==> config.mk <==
export PLATFORM = sky130hd
export DESIGN_NAME = ready_queue_with_priority_pick_top
export DESIGN_NICKNAME = d
export VERILOG_FILES = /design/src/hw/rtl/rqpp_pkg.sv /design/src/hw/rtl/rqpp_cell.sv /design/src/hw/rtl/ready_queue_with_priority_pick_top.sv
export SDC_FILE = /design/constraint.sdc
export NUM_CORES = 2
export LEC_CHECK = 0
export ABC_AREA = 1
export BUFFER_PORTS_ARGS = -buffer_cell sky130_fd_sc_hd__buf_2
export CAP_MARGIN = 20
export CORE_ASPECT_RATIO = 1.5
export CORE_MARGIN = 3
export CORE_UTILIZATION = 40
export DETAILED_ROUTE_END_ITERATION = 10
export PLACE_DENSITY = 0.56
export SLEW_MARGIN = 20
export SYNTH_ARGS = -nofsm -noshare
export SYNTH_HDL_FRONTEND = slang
export SYNTH_SLANG_ARGS = --single-unit
==> constraint.sdc <==
create_clock -name clk -period 7.3 [get_ports clk]
set_input_delay 0.365 -clock clk [delete_from_list [all_inputs] [get_ports clk]]
set_output_delay 0.365 -clock clk [all_outputs]
set_load 0.01 [all_outputs]
==> src/hw/rtl/rqpp_pkg.sv <==
// ----------------------------------------------------------------------------
// rqpp_pkg - ready queue with priority pick, shared definitions
// Field widths, command and status codes, and the types passed between the
// top level and the row of queue cells.
// ----------------------------------------------------------------------------
package rqpp_pkg;

	localparam int CAPACITY_DEF = 16;

	localparam int CMD_W  = 3;
	localparam int PID_W  = 16;
	localparam int PRIO_W = 8;
	localparam int ST_W   = 2;

	// command codes
	localparam logic [CMD_W-1:0] CMD_PUSH   = 3'd0;
	localparam logic [CMD_W-1:0] CMD_POP    = 3'd1;
	localparam logic [CMD_W-1:0] CMD_REMOVE = 3'd2;
	localparam logic [CMD_W-1:0] CMD_PICK   = 3'd3;
	localparam logic [CMD_W-1:0] CMD_PEEK   = 3'd4;

	// status codes
	localparam logic [ST_W-1:0] STAT_OK       = 2'd0;
	localparam logic [ST_W-1:0] STAT_EMPTY    = 2'd1;
	localparam logic [ST_W-1:0] STAT_FULL     = 2'd2;
	localparam logic [ST_W-1:0] STAT_NOTFOUND = 2'd3;

	// search word that travels down the cell row
	typedef struct packed {
		logic              mode_pick;
		logic              hit;
		logic [PID_W-1:0]  key_pid;
		logic [PID_W-1:0]  best_pid;
		logic [PRIO_W-1:0] best_prio;
	} rqpp_word_t;

	// storage update controls broadcast to every cell
	typedef struct packed {
		logic push;
		logic shift;
	} rqpp_ctrl_t;

endpackage

==> src/hw/rtl/rqpp_cell.sv <==
// ----------------------------------------------------------------------------
// rqpp_cell - one slot of the ready queue
// Holds one entry, takes part in the search sweep as one stage and shifts
// towards the head when an entry at or before it is taken out.
// ----------------------------------------------------------------------------
module rqpp_cell #(
	parameter int CAPACITY = 16,
	parameter int INDEX    = 0,
	parameter int CNT_W    = $clog2(CAPACITY + 1),
	parameter int IDX_W    = $clog2(CAPACITY)
) (
	input  logic                       clk,
	input  logic                       arst_n,
	input  rqpp_pkg::rqpp_ctrl_t       ctrl,
	input  logic [CNT_W-1:0]           occ,
	input  logic [IDX_W-1:0]           sel,
	input  logic [rqpp_pkg::PID_W-1:0] wr_pid,
	input  logic [rqpp_pkg::PRIO_W-1:0] wr_prio,
	input  logic [rqpp_pkg::PID_W-1:0] nxt_pid,
	input  logic [rqpp_pkg::PRIO_W-1:0] nxt_prio,
	output logic [rqpp_pkg::PID_W-1:0] ent_pid,
	output logic [rqpp_pkg::PRIO_W-1:0] ent_prio,
	input  logic                       act_in,
	input  rqpp_pkg::rqpp_word_t       word_in,
	input  logic [IDX_W-1:0]           idx_in,
	output logic                       act_out,
	output rqpp_pkg::rqpp_word_t       word_out,
	output logic [IDX_W-1:0]           idx_out
);
	import rqpp_pkg::*;

	logic [PID_W-1:0]  pid_q;
	logic [PRIO_W-1:0] prio_q;
	logic              act_q;
	rqpp_word_t        word_q;
	logic [IDX_W-1:0]  idx_q;

	logic       occupied;
	logic       better;
	logic       take;
	rqpp_word_t word_nx;

	// entry storage: push at the tail slot, shift towards the head
	always_ff @(posedge clk) begin
		if (ctrl.push && occ == CNT_W'(INDEX)) begin
			pid_q  <= wr_pid;
			prio_q <= wr_prio;
		end else if (ctrl.shift && sel <= IDX_W'(INDEX)) begin
			pid_q  <= nxt_pid;
			prio_q <= nxt_prio;
		end
	end

	assign ent_pid  = pid_q;
	assign ent_prio = prio_q;

	// search stage: first pid match, or best priority with lower pid on ties
	always_comb begin
		occupied = CNT_W'(INDEX) < occ;
		better   = (prio_q > word_in.best_prio) ||
			(prio_q == word_in.best_prio && pid_q < word_in.best_pid);
		if (word_in.mode_pick) begin
			take = occupied && (!word_in.hit || better);
		end else begin
			take = occupied && !word_in.hit && (pid_q == word_in.key_pid);
		end
		word_nx = word_in;
		if (take) begin
			word_nx.hit       = 1'b1;
			word_nx.best_pid  = pid_q;
			word_nx.best_prio = prio_q;
		end
	end

	// sweep valid flag
	always_ff @(posedge clk or negedge arst_n) begin
		if (!arst_n) begin
			act_q <= 1'b0;
		end else begin
			act_q <= act_in;
		end
	end

	// sweep payload
	always_ff @(posedge clk) begin
		word_q <= word_nx;
		idx_q  <= take ? IDX_W'(INDEX) : idx_in;
	end

	assign act_out  = act_q;
	assign word_out = word_q;
	assign idx_out  = idx_q;

endmodule

==> src/hw/rtl/ready_queue_with_priority_pick_top.sv <==
// ----------------------------------------------------------------------------
// ready_queue_with_priority_pick_top - ordered ready queue with priority pick
// A row of CAPACITY cells holds the entries in arrival order, head in cell 0.
// ----------------------------------------------------------------------------
// Usage:
//   A request is taken at a rising edge with start high and busy low; it
//   carries cmd, pid and priority_req. Every request gives one result on
//   found, out_pid, out_priority, count and status, shown for exactly one
//   cycle with done high. The receiver cannot stall; results are never held.
//   Push, pop head, peek head, unused codes and any request on an empty
//   queue finish without a search: done is high in the cycle after the
//   request, busy stays low and a new request may be given in every cycle.
//   Remove by pid and pop highest priority on a non-empty queue send a search
//   word down the cell row, one cell per cycle, then close the gap as the
//   result is loaded: done follows once the word leaves the last cell, and
//   busy is high while the word is in the row, which is as long as the row.
//   Reset empties the queue (occupancy zero) and clears any sweep in flight;
//   the entry storage itself is not cleared and needs no clearing pass.
// ----------------------------------------------------------------------------
module ready_queue_with_priority_pick_top #(
	parameter int CAPACITY = rqpp_pkg::CAPACITY_DEF,
	parameter int CNT_W    = $clog2(CAPACITY + 1)
) (
	input  logic                        clk,
	input  logic                        arst_n,
	input  logic                        start,
	output logic                        busy,
	input  logic [rqpp_pkg::CMD_W-1:0]  cmd,
	input  logic [rqpp_pkg::PID_W-1:0]  pid,
	input  logic [rqpp_pkg::PRIO_W-1:0] priority_req,
	output logic                        done,
	output logic                        found,
	output logic [rqpp_pkg::PID_W-1:0]  out_pid,
	output logic [rqpp_pkg::PRIO_W-1:0] out_priority,
	output logic [CNT_W-1:0]            count,
	output logic [rqpp_pkg::ST_W-1:0]   status
);
	import rqpp_pkg::*;

	localparam int IDX_W = $clog2(CAPACITY);

	localparam logic ST_IDLE  = 1'b0;
	localparam logic ST_SWEEP = 1'b1;

	logic             state_q;
	logic [CNT_W-1:0] occ_q;

	logic             done_q;
	logic             found_q;
	logic [PID_W-1:0] pid_q;
	logic [PRIO_W-1:0] prio_q;
	logic [CNT_W-1:0] count_q;
	logic [ST_W-1:0]  status_q;

	logic             accept;
	logic             empty;
	logic             full;
	logic             finish;
	rqpp_ctrl_t       ctrl;
	logic [IDX_W-1:0] sel;
	logic             inject;
	rqpp_word_t       inj_word;

	logic             res_load;
	logic             res_found;
	logic [PID_W-1:0] res_pid;
	logic [PRIO_W-1:0] res_prio;
	logic [CNT_W-1:0] res_count;
	logic [ST_W-1:0]  res_status;

	logic [PID_W-1:0]  ent_pid  [CAPACITY+1];
	logic [PRIO_W-1:0] ent_prio [CAPACITY+1];
	logic              act_c    [CAPACITY+1];
	rqpp_word_t        word_c   [CAPACITY+1];
	logic [IDX_W-1:0]  idx_c    [CAPACITY+1];

	assign accept = start && !busy;
	assign busy   = (state_q == ST_SWEEP);
	assign empty  = (occ_q == '0);
	assign full   = (occ_q >= CNT_W'(CAPACITY));
	assign finish = (state_q == ST_SWEEP) && act_c[CAPACITY];

	// search word entering the first cell
	always_comb begin
		inject             = accept && !empty && (cmd == CMD_REMOVE || cmd == CMD_PICK);
		inj_word.mode_pick = (cmd == CMD_PICK);
		inj_word.hit       = 1'b0;
		inj_word.key_pid   = pid;
		inj_word.best_pid  = '0;
		inj_word.best_prio = '0;
	end

	assign act_c[0]  = inject;
	assign word_c[0] = inj_word;
	assign idx_c[0]  = '0;

	// no entry past the last cell
	assign ent_pid[CAPACITY]  = '0;
	assign ent_prio[CAPACITY] = '0;

	// command decode: storage controls and the result of this cycle
	always_comb begin
		ctrl.push  = 1'b0;
		ctrl.shift = 1'b0;
		sel        = '0;
		res_load   = 1'b0;
		res_found  = 1'b0;
		res_pid    = '0;
		res_prio   = '0;
		res_count  = occ_q;
		res_status = STAT_OK;
		if (finish) begin
			res_load   = 1'b1;
			ctrl.shift = word_c[CAPACITY].hit;
			sel        = idx_c[CAPACITY];
			if (word_c[CAPACITY].hit) begin
				res_found = 1'b1;
				res_pid   = word_c[CAPACITY].best_pid;
				res_prio  = word_c[CAPACITY].best_prio;
				res_count = occ_q - CNT_W'(1);
			end else begin
				res_status = STAT_NOTFOUND;
			end
		end else if (accept && !inject) begin
			res_load = 1'b1;
			unique case (cmd) inside
				CMD_PUSH: begin
					if (full) begin
						res_status = STAT_FULL;
					end else begin
						ctrl.push = 1'b1;
						res_found = 1'b1;
						res_pid   = pid;
						res_prio  = priority_req;
						res_count = occ_q + CNT_W'(1);
					end
				end
				CMD_POP, CMD_PEEK, CMD_REMOVE, CMD_PICK: begin
					if (empty) begin
						res_status = STAT_EMPTY;
					end else begin
						res_found = 1'b1;
						res_pid   = ent_pid[0];
						res_prio  = ent_prio[0];
						if (cmd == CMD_POP) begin
							ctrl.shift = 1'b1;
							res_count  = occ_q - CNT_W'(1);
						end
					end
				end
				default: begin
					res_found = 1'b0;
				end
			endcase
		end
	end

	// control state and entry count
	always_ff @(posedge clk or negedge arst_n) begin
		if (!arst_n) begin
			state_q <= ST_IDLE;
			occ_q   <= '0;
			done_q  <= 1'b0;
		end else begin
			done_q <= res_load;
			if (res_load) begin
				occ_q <= res_count;
			end
			unique case (state_q)
				ST_IDLE: begin
					if (inject) begin
						state_q <= ST_SWEEP;
					end
				end
				ST_SWEEP: begin
					if (finish) begin
						state_q <= ST_IDLE;
					end
				end
				default: begin
					state_q <= ST_IDLE;
				end
			endcase
		end
	end

	// result register
	always_ff @(posedge clk) begin
		if (res_load) begin
			found_q  <= res_found;
			pid_q    <= res_pid;
			prio_q   <= res_prio;
			count_q  <= res_count;
			status_q <= res_status;
		end
	end

	assign done         = done_q;
	assign found        = found_q;
	assign out_pid      = pid_q;
	assign out_priority = prio_q;
	assign count        = count_q;
	assign status       = status_q;

	// row of queue cells
	for (genvar i = 0; i < CAPACITY; i++) begin : g_cell
		rqpp_cell #(
			.CAPACITY (CAPACITY),
			.INDEX    (i),
			.CNT_W    (CNT_W),
			.IDX_W    (IDX_W)
		) u_cell (
			.clk      (clk),
			.arst_n   (arst_n),
			.ctrl     (ctrl),
			.occ      (occ_q),
			.sel      (sel),
			.wr_pid   (pid),
			.wr_prio  (priority_req),
			.nxt_pid  (ent_pid[i+1]),
			.nxt_prio (ent_prio[i+1]),
			.ent_pid  (ent_pid[i]),
			.ent_prio (ent_prio[i]),
			.act_in   (act_c[i]),
			.word_in  (word_c[i]),
			.idx_in   (idx_c[i]),
			.act_out  (act_c[i+1]),
			.word_out (word_c[i+1]),
			.idx_out  (idx_c[i+1])
		);
	end

endmodule
==> impl_metrics.json <==
{
  "yosys_register_bits": 1143,
  "status": "finished clean",
  "port_buffers": 63,
  "worstReg2RegEnd": "g_cell[7].u_cell.ent_pid[15]$_DFFE_PP_",
  "worstSetupStartpointType": "flip-flop",
  "syn_area_per_cell_um2": 8.653,
  "tightest_slew_ns": 1.161,
  "fin_nets": 6325,
  "maxSlewViolCount": 0,
  "hold_class": "in2reg",
  "ys_top_cells_by_area": "dfxtp_1 (28%), edfxtp_1 (24%), nand2_1 (12%), ha_1 (8.6%), inv_1 (5.4%)",
  "layout_min_cycle_time_ns": 4.492,
  "grt-ovfl-total": 0,
  "post-route-period-util": 0.6153,
  "ir_worst_vdd_mv": 0.1696,
  "synth-edff-count": 416,
  "synth_async_sr_flop_share": 0.02012,
  "setup_violations": 0,
  "antenna_found_initial": 6,
  "crit_path_start": "occ_q[4]$_DFFE_PN0P_",
  "ant_nets": 0,
  "gp_congestion": 0.9133,
  "htreeDepth": 3,
  "synthDistinctLibCells": 48,
  "p_per_area_mw_per_mm2": 270.0,
  "grt_pass1_vias": 39020,
  "clock_path_buffers": 3,
  "routed_wl_um": 163300,
  "ys_warn_count": 0,
  "cts-root-buf": "clkbuf_16",
  "cp.required_ns": 7.63,
  "grt_max_degree": 50,
  "wl_per_cell_um": 21.10,
  "viasPerCell": 5.104,
  "drive_gt1_frac": 0.06374,
  "grt_pass1_wl_um": 243600,
  "drtIter0Drc": 3063,
  "fmax_mhz": 222.6,
  "syn_inst": 5893,
  "layout_common_cells": "nand2_1 (1,677), inv_1 (727), dfxtp_1 (704), edfxtp_1 (416), nand3_1 (414)",
  "clkLatencyLatePin_ns": 0.76,
  "finClkSkew_ns": 0.05158,
  "initial_utilization": 0.4049,
  "final_common_cell": "nand2_1",
  "end_kind": "flip-flop",
  "critPathMaxFanout": 49,
  "ys_seq_area_frac": 0.5327,
  "row_count": 159,
  "num-fill-cells": 12290,
  "drtPass1Iterations": 5,
  "arrival_ns": 4.83,
  "crit_type": "reg2reg",
  "rsz0062_at_grt": "no",
  "multi_input_comb_area_mm2": 0.02025,
  "areaGrowthSynthToFinish_pct": 11.81,
  "dp_slack_ns": 2.625,
  "setup-tns-final_ns": 0,
  "synth_flop_cell": "dfxtp_1",
  "vias": 39490,
  "dieHeight_um": 443.3,
  "hold_violations": 0,
  "worst_slack_ns": 2.808,
  "dp_hpwl_um": 122200,
  "cts_tree": "built",
  "netlist_area_mm2": 0.05099,
  "dieWidth_um": 297.5,
  "r2r_start": "occ_q[4]$_DFFE_PN0P_",
  "syn_nets": 6274,
  "path_clk_slew_ns": 0.07,
  "core_region_area_mm2": 0.1259,
  "cap_violations": 0,
  "synth_top_area_share": 0.2764,
  "dieArea_mm2": 0.1319,
  "cp-endpoint": "g_cell[7].u_cell.ent_pid[15]$_DFFE_PP_",
  "r2r.worst_path.cells": 9,
  "drcViolationCount": 0,
  "pin_count": 64,
  "grt_use_total": 0.2447,
  "yosys.area.top_type": "dfxtp_1",
  "clock_sinks": 1143,
  "rrSetupSlack_ns": 2.81,
  "layout.area.seq_mm2": 0.02716,
  "numCtsBuffers": 108,
  "p_leak_nw": 26.66,
  "relSlewSlack": 0.2253
}
worst min path at each step:
stage                                             end  slack, ns  depth (start not counted)                                    from
6_report       g_cell[2].u_cell.ent_prio[0]$_DFFE_PP_       0.11                          3                         priority_req[0]
5_1_grt        g_cell[2].u_cell.ent_prio[0]$_DFFE_PP_       0.12                          3                         priority_req[0]
4_1_cts                                busy$_DFF_PN0_       0.05                          5                                  cmd[1]
3_5_place_dp   g_cell[11].u_cell.word_out[41]$_DFF_P_       0.34                          0  g_cell[10].u_cell.word_out[41]$_DFF_P_
3_3_place_gp       g_cell[5].u_cell.act_out$_DFF_PN0_       0.33                          0      g_cell[4].u_cell.act_out$_DFF_PN0_
2_1_floorplan                          busy$_DFF_PN0_       0.07                          0                                  arst_n
synth_stat cells (2+ instances only):
cell type	number
nand2_2	3
nand3_1	415
a21oi_1	210
nand3b_1	8
xor2_1	44
nor4_1	2
o221ai_1	2
or2_2	33
a22oi_1	17
o21ai_0	414
o211ai_1	3
buf_4	3
o21ai_2	6
a211oi_1	4
edfxtp_1	416
o21ai_1	53
nand2_1	1682
a32oi_1	7
inv_1	731
clkbuf_1	165
nand4_2	2
nand4_1	59
a21oi_2	6
buf_2	33
nor2_1	297
o31ai_1	16
buf_6	6
dfrtp_1	23
a21boi_0	11
nor3_1	29
dfxtp_1	704
nand3_2	6
xnor2_1	63
ha_1	351
o21a_1	39
inv_2	2
o22ai_1	17
where the power goes:
| group | internal (W) | leakage, nW | switching (W) |
|---|---|---|---|
| Sequential | 0.00713 | 8.86 | 0.000479 |
| Clock | 0.00317 | 1.80 | 0.00267 |
| Combinational | 0.000712 | 16.0 | 0.00123 |
| Total | 0.0110 | 26.7 | 0.00437 |
cell families (layout without fill, tap and decap cells):
kind of cell,Yosys count,after routing,synth area share
AND/OR/NAND/NOR,2541,2541,0.2055
buffers and inverters,943,1090,0.07141
flip-flops,1143,1143,0.5327
adder cells (fa/ha/maj),351,351,0.08613
other,0,8,0
XOR/XNOR,107,107,0.01838
AO/OA/AOI/OAI,808,808,0.08591
state kept, by name, summed over array words and instances (netlist names):
name	flops
out_priority	8
count	5
done	1
g_cell.u_cell.word_out	655
g_cell.u_cell.ent_pid	256
busy	1
occ_q	5
g_cell.u_cell.idx_out	49
g_cell.u_cell.act_out	16
g_cell.u_cell.ent_prio	128
status	2
out_pid	16
found	1
per-stage QoR:
| stage | std cells | total power (W) | util | hold WS, ns | area [um2] |
|---|---|---|---|---|---|
| after detailed placement | 7499 | 0.009651 | 0.4212 | 0.3364 | 53040 |
| after global placement | 7498 | 0.009604 | 0.4210 | 0.3346 | 53020 |
| after global routing | 7732 | 0.01608 | 0.4526 | 0.1241 | 57000 |
| final | 7738 | 0.01539 | 0.4527 | 0.1134 | 57010 |
| after CTS | 7729 | 0.01550 | 0.4523 | 0.05077 | 56960 |
| after floorplan | 5893 | 0.008833 | - | 0.06941 | 50990 |
worst max-delay path: stages (launching register included):
cell and delay (ns):
dfrtp_1 0.58, inv_1 0.46, nand3_2 0.25, nand2_2 0.16
nand3_4 0.11, inv_2 0.12, nand2_4 0.10, inv_4 0.33
nand3_2 0.77, nand2_1 1.14
per-layer routing:
metal  wire [um]  up-vias  GRT usage
met3        6916      424    0.02783
met2       82800     1081     0.4417
met4       12650        0     0.1664
met1       60940    18720     0.2687
met5           0        -          0
li1            -    19270          -
area by class of cell:
cell class,instances,share of cell area
multi-input combinational,3807,0.3551
timing repair buffer,149,0.01811
tap,1690,0.03709
inverter,735,0.04843
clock inverter,62,0.01018
clock buffer,144,0.05432
sequential,1143,0.4764
antenna,8,0.0003511
repair_timing:
action / CTS / global route
hold endpoints to repair: 47 / 0
hold buffers: 24 / 0
setup buffers: 0 / 0
gates resized for setup: 0 / 0
Power figures use the tool's default switching activity.
